==> src/design/wsd_pkg.sv <==
// ----------------------------------------------------------------------------
// wsd_pkg
// shared types and constants of the websocket frame deframer
// ----------------------------------------------------------------------------
`timescale 1ns / 1ps

package wsd_pkg;

  localparam logic [7:0]  MASK_BIT      = 8'h80;
  localparam logic [6:0]  LEN_EXT16     = 7'd126;
  localparam logic [6:0]  LEN_EXT64     = 7'd127;
  localparam logic [3:0]  CLOSE_OPCODE  = 4'h8;
  localparam logic [3:0]  EXT16_BYTES   = 4'd2;
  localparam logic [3:0]  EXT64_BYTES   = 4'd8;
  localparam logic [23:0] MAX_PAYLOAD_RST = 24'd4194304;

  localparam int unsigned CFG_IDX_W = 2;
  localparam logic [CFG_IDX_W-1:0] CFG_EXPECT_MASKED = 2'd0;
  localparam logic [CFG_IDX_W-1:0] CFG_MAX_PAYLOAD   = 2'd1;

  typedef enum logic [1:0] {
    OUT_MSG      = 2'd0,
    OUT_CLOSE    = 2'd1,
    OUT_MASK_ERR = 2'd2,
    OUT_LEN_ERR  = 2'd3
  } outcome_t;

  // one classified item from the parser to the output side
  typedef struct packed {
    logic [7:0] raw;
    logic [7:0] key;
    logic       present;
    logic [3:0] opcode;
    logic       last;
    outcome_t   outcome;
  } cmd_t;

endpackage

==> src/design/wsd_front.sv <==
// ----------------------------------------------------------------------------
// wsd_front
// header parser: tracks frame phase, length, mask key and pushes one command
// per payload byte, empty frame or error
// ----------------------------------------------------------------------------
`timescale 1ns / 1ps

module wsd_front import wsd_pkg::*; #(
  parameter int unsigned COUNT_BITS = 24
) (
  input  logic                 clk,
  input  logic                 rst,
  input  logic [7:0]           in_byte,
  input  logic                 cfg_valid,
  input  logic [CFG_IDX_W-1:0] cfg_index,
  input  logic [23:0]          cfg_data,
  input  logic                 take,
  output logic                 push,
  output cmd_t                 cmd
);

  localparam int unsigned LW = (COUNT_BITS > 24) ? COUNT_BITS : 24;

  typedef enum logic [5:0] {
    PH_HDR0 = 6'b000001,
    PH_HDR1 = 6'b000010,
    PH_EXT  = 6'b000100,
    PH_KEY  = 6'b001000,
    PH_DATA = 6'b010000,
    PH_HALT = 6'b100000
  } phase_t;

  phase_t                phase, phase_next;
  logic                  expect_masked;
  logic [23:0]           max_payload;
  logic [3:0]            cur_opcode, cur_opcode_next;
  logic                  frame_masked, frame_masked_next;
  logic [3:0]            ext_left, ext_left_next;
  logic [COUNT_BITS-1:0] length_acc, length_acc_next;
  logic                  length_big, length_big_next;
  logic [31:0]           mask_key, mask_key_next;
  logic [1:0]            key_cnt, key_cnt_next;
  logic [COUNT_BITS-1:0] payload_left, payload_left_next;
  logic [1:0]            payload_pos, payload_pos_next;

  logic [COUNT_BITS+7:0] acc_shift;
  logic                  len_done;
  logic [COUNT_BITS-1:0] len_val;
  logic                  len_big;
  logic                  hdr_done;
  logic [COUNT_BITS-1:0] hdr_len;
  logic [7:0]            key_byte;
  outcome_t              frame_outc;

  always_ff @(posedge clk) begin
    if (rst) begin
      expect_masked <= 1'b0;
      max_payload   <= MAX_PAYLOAD_RST;
    end else if (cfg_valid) begin
      case (cfg_index)
        CFG_EXPECT_MASKED: expect_masked <= cfg_data[0];
        CFG_MAX_PAYLOAD:   max_payload   <= cfg_data;
        default: ;
      endcase
    end
  end

  assign acc_shift  = {length_acc, in_byte};
  assign frame_outc = (cur_opcode == CLOSE_OPCODE) ? OUT_CLOSE : OUT_MSG;

  always_comb begin
    case (payload_pos)
      2'd0:    key_byte = mask_key[31:24];
      2'd1:    key_byte = mask_key[23:16];
      2'd2:    key_byte = mask_key[15:8];
      default: key_byte = mask_key[7:0];
    endcase
    if (!frame_masked) key_byte = 8'h00;
  end

  always_comb begin
    phase_next        = phase;
    cur_opcode_next   = cur_opcode;
    frame_masked_next = frame_masked;
    ext_left_next     = ext_left;
    length_acc_next   = length_acc;
    length_big_next   = length_big;
    mask_key_next     = mask_key;
    key_cnt_next      = key_cnt;
    payload_left_next = payload_left;
    payload_pos_next  = payload_pos;
    push              = 1'b0;
    cmd               = '{raw: 8'h00, key: 8'h00, present: 1'b0, opcode: cur_opcode,
                          last: 1'b1, outcome: frame_outc};
    len_done          = 1'b0;
    len_val           = '0;
    len_big           = 1'b0;
    hdr_done          = 1'b0;
    hdr_len           = payload_left;

    if (take) begin
      unique case (phase)
        PH_HDR0: begin
          cur_opcode_next = in_byte[3:0];
          phase_next      = PH_HDR1;
        end
        PH_HDR1: begin
          frame_masked_next = in_byte[7];
          if (in_byte[7] != expect_masked) begin
            push        = 1'b1;
            cmd.outcome = OUT_MASK_ERR;
            phase_next  = PH_HALT;
          end else begin
            length_acc_next = '0;
            length_big_next = 1'b0;
            if (in_byte[6:0] == LEN_EXT16) begin
              ext_left_next = EXT16_BYTES;
              phase_next    = PH_EXT;
            end else if (in_byte[6:0] == LEN_EXT64) begin
              ext_left_next = EXT64_BYTES;
              phase_next    = PH_EXT;
            end else begin
              len_done = 1'b1;
              len_val  = COUNT_BITS'(in_byte[6:0]);
            end
          end
        end
        PH_EXT: begin
          length_acc_next = acc_shift[COUNT_BITS-1:0];
          length_big_next = length_big | (|acc_shift[COUNT_BITS+7:COUNT_BITS]);
          ext_left_next   = ext_left - 4'd1;
          if (ext_left == 4'd1) begin
            len_done = 1'b1;
            len_val  = length_acc_next;
            len_big  = length_big_next;
          end
        end
        PH_KEY: begin
          mask_key_next = {mask_key[23:0], in_byte};
          key_cnt_next  = key_cnt + 2'd1;
          if (key_cnt == 2'd3) hdr_done = 1'b1;
        end
        PH_DATA: begin
          payload_pos_next  = payload_pos + 2'd1;
          payload_left_next = payload_left - COUNT_BITS'(1);
          push              = 1'b1;
          cmd.raw           = in_byte;
          cmd.key           = key_byte;
          cmd.present       = 1'b1;
          cmd.last          = (payload_left == COUNT_BITS'(1));
          if (payload_left == COUNT_BITS'(1)) phase_next = PH_HDR0;
        end
        PH_HALT: ;
        default: phase_next = PH_HALT;
      endcase

      // length complete: range check, then key or payload
      if (len_done) begin
        if (len_big || (LW'(len_val) > LW'(max_payload))) begin
          push        = 1'b1;
          cmd.outcome = OUT_LEN_ERR;
          phase_next  = PH_HALT;
        end else begin
          payload_left_next = len_val;
          if (frame_masked_next) begin
            key_cnt_next  = 2'd0;
            mask_key_next = 32'h0;
            phase_next    = PH_KEY;
          end else begin
            hdr_done = 1'b1;
            hdr_len  = len_val;
          end
        end
      end

      // header complete: empty frame reports at once
      if (hdr_done) begin
        payload_pos_next = 2'd0;
        if (hdr_len == '0) begin
          push       = 1'b1;
          phase_next = PH_HDR0;
        end else begin
          phase_next = PH_DATA;
        end
      end
    end
  end

  always_ff @(posedge clk) begin
    if (rst) begin
      phase        <= PH_HDR0;
      frame_masked <= 1'b0;
      ext_left     <= 4'd0;
      key_cnt      <= 2'd0;
      payload_left <= '0;
      payload_pos  <= 2'd0;
    end else begin
      phase        <= phase_next;
      frame_masked <= frame_masked_next;
      ext_left     <= ext_left_next;
      key_cnt      <= key_cnt_next;
      payload_left <= payload_left_next;
      payload_pos  <= payload_pos_next;
    end
  end

  always_ff @(posedge clk) begin
    cur_opcode <= cur_opcode_next;
    length_acc <= length_acc_next;
    length_big <= length_big_next;
    mask_key   <= mask_key_next;
  end

endmodule

==> src/design/wsd_queue.sv <==
// ----------------------------------------------------------------------------
// wsd_queue
// two-entry command queue between parser and output stage
// ----------------------------------------------------------------------------
`timescale 1ns / 1ps

module wsd_queue import wsd_pkg::*; (
  input  logic clk,
  input  logic rst,
  input  logic push,
  input  cmd_t push_cmd,
  input  logic pop,
  output logic full,
  output logic empty,
  output cmd_t head
);

  cmd_t       mem [2];
  logic       wr_ptr, rd_ptr;
  logic [1:0] count;

  assign full  = (count == 2'd2);
  assign empty = (count == 2'd0);

  always_ff @(posedge clk) begin
    if (push) mem[wr_ptr] <= push_cmd;
  end

  assign head = mem[rd_ptr];

  always_ff @(posedge clk) begin
    if (rst) begin
      wr_ptr <= 1'b0;
      rd_ptr <= 1'b0;
      count  <= 2'd0;
    end else begin
      if (push) wr_ptr <= ~wr_ptr;
      if (pop)  rd_ptr <= ~rd_ptr;
      count <= count + {1'b0, push} - {1'b0, pop};
    end
  end

endmodule

==> src/design/wsd_back.sv <==
// ----------------------------------------------------------------------------
// wsd_back
// output stage: unmasks the payload byte and holds the result register
// ----------------------------------------------------------------------------
`timescale 1ns / 1ps

module wsd_back import wsd_pkg::*; (
  input  logic       clk,
  input  logic       rst,
  input  logic       q_empty,
  input  cmd_t       q_head,
  output logic       pop,
  output logic       out_valid,
  input  logic       out_stall,
  output logic [7:0] data_byte,
  output logic       data_present,
  output logic [3:0] frame_opcode,
  output logic       frame_end,
  output logic [1:0] outcome
);

  assign pop = !q_empty && (!out_valid || !out_stall);

  always_ff @(posedge clk) begin
    if (rst) begin
      out_valid <= 1'b0;
    end else if (!out_valid || !out_stall) begin
      out_valid <= !q_empty;
    end
  end

  always_ff @(posedge clk) begin
    if (pop) begin
      data_byte    <= q_head.raw ^ q_head.key;
      data_present <= q_head.present;
      frame_opcode <= q_head.opcode;
      frame_end    <= q_head.last;
      outcome      <= q_head.outcome;
    end
  end

endmodule

==> src/design/websocket_frame_deframer.sv <==
// ----------------------------------------------------------------------------
// websocket_frame_deframer
// receive-side websocket frame parser with payload unmasking
// ----------------------------------------------------------------------------
//  channel | signals                               | dir | handshake
//  input   | in_byte                               | in  | in_valid / in_stall
//  output  | data_byte data_present frame_opcode   | out | out_valid / out_stall
//          | frame_end outcome                     |     |
//  config  | cfg_index cfg_data                    | in  | cfg_valid / cfg_ready
//
//  one byte per cycle sustained while in_stall is low; a result reaches the
//  outputs from its byte through parser -> queue -> output register
//  in_stall rises only when the two-entry queue is full
//  rst is synchronous; after an error the parser drops every byte until rst
// ----------------------------------------------------------------------------
`timescale 1ns / 1ps

module websocket_frame_deframer import wsd_pkg::*; #(
  parameter int unsigned COUNT_BITS = 24
) (
  input  logic                 clk,
  input  logic                 rst,
  input  logic                 in_valid,
  output logic                 in_stall,
  input  logic [7:0]           in_byte,
  output logic                 out_valid,
  input  logic                 out_stall,
  output logic [7:0]           data_byte,
  output logic                 data_present,
  output logic [3:0]           frame_opcode,
  output logic                 frame_end,
  output logic [1:0]           outcome,
  input  logic                 cfg_valid,
  output logic                 cfg_ready,
  input  logic [CFG_IDX_W-1:0] cfg_index,
  input  logic [23:0]          cfg_data
);

  logic take, push, pop, q_full, q_empty;
  cmd_t push_cmd, q_head;

  assign cfg_ready = 1'b1;
  assign in_stall  = q_full;
  assign take      = in_valid && !q_full;

  wsd_front #(.COUNT_BITS(COUNT_BITS)) u_front (
    .clk       (clk),
    .rst       (rst),
    .in_byte   (in_byte),
    .cfg_valid (cfg_valid && cfg_ready),
    .cfg_index (cfg_index),
    .cfg_data  (cfg_data),
    .take      (take),
    .push      (push),
    .cmd       (push_cmd)
  );

  wsd_queue u_queue (
    .clk      (clk),
    .rst      (rst),
    .push     (push),
    .push_cmd (push_cmd),
    .pop      (pop),
    .full     (q_full),
    .empty    (q_empty),
    .head     (q_head)
  );

  wsd_back u_back (
    .clk          (clk),
    .rst          (rst),
    .q_empty      (q_empty),
    .q_head       (q_head),
    .pop          (pop),
    .out_valid    (out_valid),
    .out_stall    (out_stall),
    .data_byte    (data_byte),
    .data_present (data_present),
    .frame_opcode (frame_opcode),
    .frame_end    (frame_end),
    .outcome      (outcome)
  );

endmodule

==> config.mk <==
export PLATFORM = sky130hd
export DESIGN_NAME = websocket_frame_deframer
export DESIGN_NICKNAME = d
export VERILOG_FILES = /design/src/design/wsd_pkg.sv /design/src/design/wsd_front.sv /design/src/design/wsd_queue.sv /design/src/design/wsd_back.sv /design/src/design/websocket_frame_deframer.sv
export SDC_FILE = /design/constraint.sdc
export NUM_CORES = 1
export LEC_CHECK = 0
export BUFFER_PORTS_ARGS = -buffer_cell sky130_fd_sc_hd__buf_2
export CAP_MARGIN = 20
export CORE_MARGIN = 2
export CORE_UTILIZATION = 55
export DETAILED_ROUTE_END_ITERATION = 16
export HOLD_SLACK_MARGIN = 0.08
export MAX_ROUTING_LAYER = met4
export PLACE_DENSITY = 0.7
export REMOVE_ABC_BUFFERS = 1
export SYNTH_ARGS = -nofsm -noshare
export SYNTH_HDL_FRONTEND = slang
export SYNTH_HIERARCHICAL = 1
export SYNTH_SLANG_ARGS = --single-unit
export TNS_END_PERCENT = 5
==> constraint.sdc <==
create_clock -name clk -period 6.5 [get_ports clk]
set_input_delay 0 -clock clk [delete_from_list [all_inputs] [get_ports clk]]
set_output_delay 0 -clock clk [all_outputs]
set_load 0.02 [all_outputs]
==> metrics.txt <==
number of setup violations in the final report 0; CTS max path bufs 2; Die Span Y 137.0 um; CP required ~6.7 ns; Core Rows 48; All-Layer GR Usage 0.2439; pwr dens 291.1 nW/um^2; Slew headroom 0.3222; IO Count between 50 and 60; max-cap viol count 0; GRT overflow 0; Die Area 18760 um^2; TritonCTS clock tree yes; Setup Buffers After CTS 0; VDD IR-drop max just over 200 uV; Fill cells 1417; Core Area 17300 um^2; routability cong. 0.8809; register area share after synthesis 0.5302; initial antenna violation count 0; Die X-Extent 137.0 um; Placed Area 10130 um^2; DRT antenna net count 0; nature of the critical path endpoint register; wire length per cell 16.97 um; antenna diode count 0; Mean Syn Cell Area 10.32 um^2; CTS buffer count 17; clk root buf clkbuf_16; CTS clock-pin slew for the worst setup and hold paths 0.07 ns; EDFF count, synth between 100 and 150; commonest register cell after synthesis edfxtp_1; Yosys reg bits around 200; cell area after synthesis 9722 um^2; Routed WL 21270 um; Finished Cell Area about 11000 um^2; Period minus WS final 4.830 ns; critical-path cell list or4_4 > or2_1 > o22ai_1 > and2_1 > ha_1 > nor2b_1 > o211ai_1 > a21oi_1 > o311ai_0 > nand4_2 > nor2_2 > buf_4 > a21oi_1; Max Clk Rate 207.0 MHz; Worst-Margin Slew between 1 and 1.5 ns; port bufs 56; synthesized instance count 942; starting density of the core 0.5621; Sink Count 195; Critical Path Slowest Stage Cell o311ai_0; via count 7214; first-pass GRT wire length 34440 um; H-Tree Depth 4; Final Skew 0.006837 ns; final period utilization 0.7430; worst-skew pair later-pin latency about 0.44 ns; Syn-to-layout area delta 13.71%; number of global-route vias before repair 6668; # DRC 0; Hold Path Class primary input to register; Leak 4.251 nW; run status finished clean; Async SR Flop Fraction 0; final net count approximately 1100; largest net degree at the start of global routing 80; RSZ-0062 raised after global routing no; Hold Fails Final Rpt 0; fin. max-slew vios 0; setup_tns 0 ns; Worst Path Max Fanout 33; yosys warns 6; Post-CTS Resized 0; Worst Setup Start Kind register; Final HPWL DP between 10000 and 15000 um; critical path class register to register; Critical Path AT 5.00 ns; post-DR vias/cell 5.757; share of cells above drive strength 1 0.1391; slowest stage delay, CP 0.73 ns; cell mode on critical path a21oi_1; First-pass DRT Iterations 6; Synth cell types 82; initial drt markers 720
-- cell families after synthesis --
group                    share of synthesized area
AND/OR/NAND/NOR                             0.1931
AO/OA/AOI/OAI                               0.1336
flip-flops                                  0.5302
buffers and inverters                      0.04054
adder cells (fa/ha/maj)                    0.04505
multiplexers                               0.03861
XOR/XNOR                                   0.01853
other                                    0.0003857
-- metal layers --
| metal | track usage | vias up | part of all wire |
|---|---|---|---|
| met5 | - | - | 0 |
| met4 | 0.06930 | 0 | 0.015 |
| met3 | 0.03333 | 24 | 0.055 |
| met2 | 0.3629 | 223 | 0.45 |
| met1 | 0.3507 | 3404 | 0.48 |
| li1 | - | 3563 | - |
-- power by group --
part           total, mW  internal [mW]  switching (mW)
Clock              0.984          0.504           0.480
Combinational      0.644          0.260           0.384
Sequential          1.59           1.50          0.0881
Total               3.22           2.27           0.952
-- sequential cells by signal, summed over array words and instances (netlist names), named ones only --
register               cells
u_back/data_byte           8
u_back/data_present        1
u_back/frame_end           1
u_back/frame_opcode        4
u_back/out_valid           1
u_back/outcome             2
u_front/cur_opcode         4
u_front/expect_masked      1
u_front/ext_left           4
u_front/frame_masked       1
u_front/key_cnt            2
u_front/length_acc        24
u_front/length_big         1
u_front/mask_key          32
u_front/max_payload       24
u_front/payload_left      24
u_front/payload_pos        2
u_front/phase              6
u_queue/count              2
u_queue/mem               48
u_queue/rd_ptr             1
u_queue/wr_ptr             1
-- final cells by class --
type,count,area (um^2),area share
multi-input cells,659,4183,0.3784
clock inverters,13,115.1,0.01041
well taps,225,281.5,0.02547
clock buffers,19,432.9,0.03916
flip-flops and latches,195,5155,0.4663
inverters,39,146.4,0.01324
repair buffers,103,740.7,0.06701
-- synthesized netlist by cell type (all sizes together), types with 6 or more instances --
cell type / number / share of area
nor3: 19 / 0.0098
dfxtp: 70 / 0.14
or3: 7 / 0.0045
a21oi: 92 / 0.048
nor2b: 9 / 0.0066
nand4: 11 / 0.0077
nor2: 61 / 0.024
clkbuf: 36 / 0.014
o21ai: 26 / 0.013
ha: 35 / 0.045
and2: 47 / 0.030
inv: 38 / 0.015
xor2: 14 / 0.013
a31oi: 10 / 0.0064
nand2: 151 / 0.058
nand3: 17 / 0.0088
mux2: 24 / 0.036
edfxtp: 125 / 0.39
and3: 12 / 0.0077
or4: 9 / 0.0073
nor4: 15 / 0.012
nor3b: 6 / 0.0051
buf: 13 / 0.012
a222oi: 8 / 0.0082
-- stage by stage --
step | power (mW) | std cells | hold slack (ns) | worst slack (ns) | utilization
after floorplan | 2.045 | 893 | 0.06244 | 1.616 | -
after CTS | 3.238 | 1252 | 0.1751 | 1.639 | 0.6375
after global routing | 3.372 | 1253 | 0.2280 | 1.390 | 0.6391
after global placement | 2.225 | 1185 | 0.2414 | 1.846 | 0.5856
after detailed placement | 2.242 | 1185 | 0.2462 | 1.673 | 0.5856
final | 3.217 | 1253 | 0.1737 | 1.670 | 0.6391
-- worst max-delay path: cells and delay by family (launching register included) --
family / cells / cell delay, ns
AOI/OAI and AO/OA: 5 / 1.67
adders and majority gates: 1 / 0.23
buffers and inverters: 1 / 0.34
DFF: 1 / 0.41
and+or+nand+nor: 6 / 1.88
-- cells in the final DEF, fill, tap and decap left out, types with 5 or more instances in the layout --
| master | synthesis | final |
|---|---|---|
| o21ai_0 | 22 | 22 |
| and3_1 | 12 | 12 |
| a222oi_1 | 8 | 8 |
| nor3b_1 | 5 | 5 |
| a21oi_1 | 91 | 89 |
| nand2_1 | 151 | 151 |
| nor2_1 | 60 | 60 |
| nand3_1 | 17 | 17 |
| edfxtp_1 | 125 | 125 |
| nor2b_1 | 8 | 7 |
| xor2_1 | 14 | 14 |
| nor3_1 | 19 | 19 |
| or4_1 | 8 | 8 |
| o211ai_1 | 5 | 5 |
| or3_1 | 7 | 7 |
| a31oi_1 | 10 | 10 |
| inv_1 | 38 | 38 |
| clkbuf_16 | 0 | 17 |
| nor4_1 | 12 | 12 |
| buf_2 | 4 | 56 |
| ha_1 | 35 | 35 |
| nand2b_1 | 5 | 5 |
| buf_4 | 5 | 11 |
| nand4_1 | 10 | 10 |
| and2_1 | 46 | 46 |
| dlygate4sd3_1 | 0 | 35 |
| mux2_4 | 20 | 20 |
| dfxtp_1 | 70 | 70 |
| inv_8 | 0 | 5 |
-- timing repair --
action	CTS	global route
setup endpoints to repair	0	0
hold buffers	35	0
hold endpoints to repair	52	0
-- worst paths after layout --
kind                             endpoint  slack, ns                     from  depth (start not counted)
setup reg to reg     u_front/mask_key[25]       1.67         u_front/phase[1]                         13
hold reg to reg   u_front/max_payload[18]       0.46  u_front/max_payload[18]                          2
hold / removal      u_front/expect_masked       0.17                      rst                          3
setup / recovery     u_front/mask_key[25]       1.67         u_front/phase[1]                         13
Note: power is estimated with default switching activity, not from simulation.
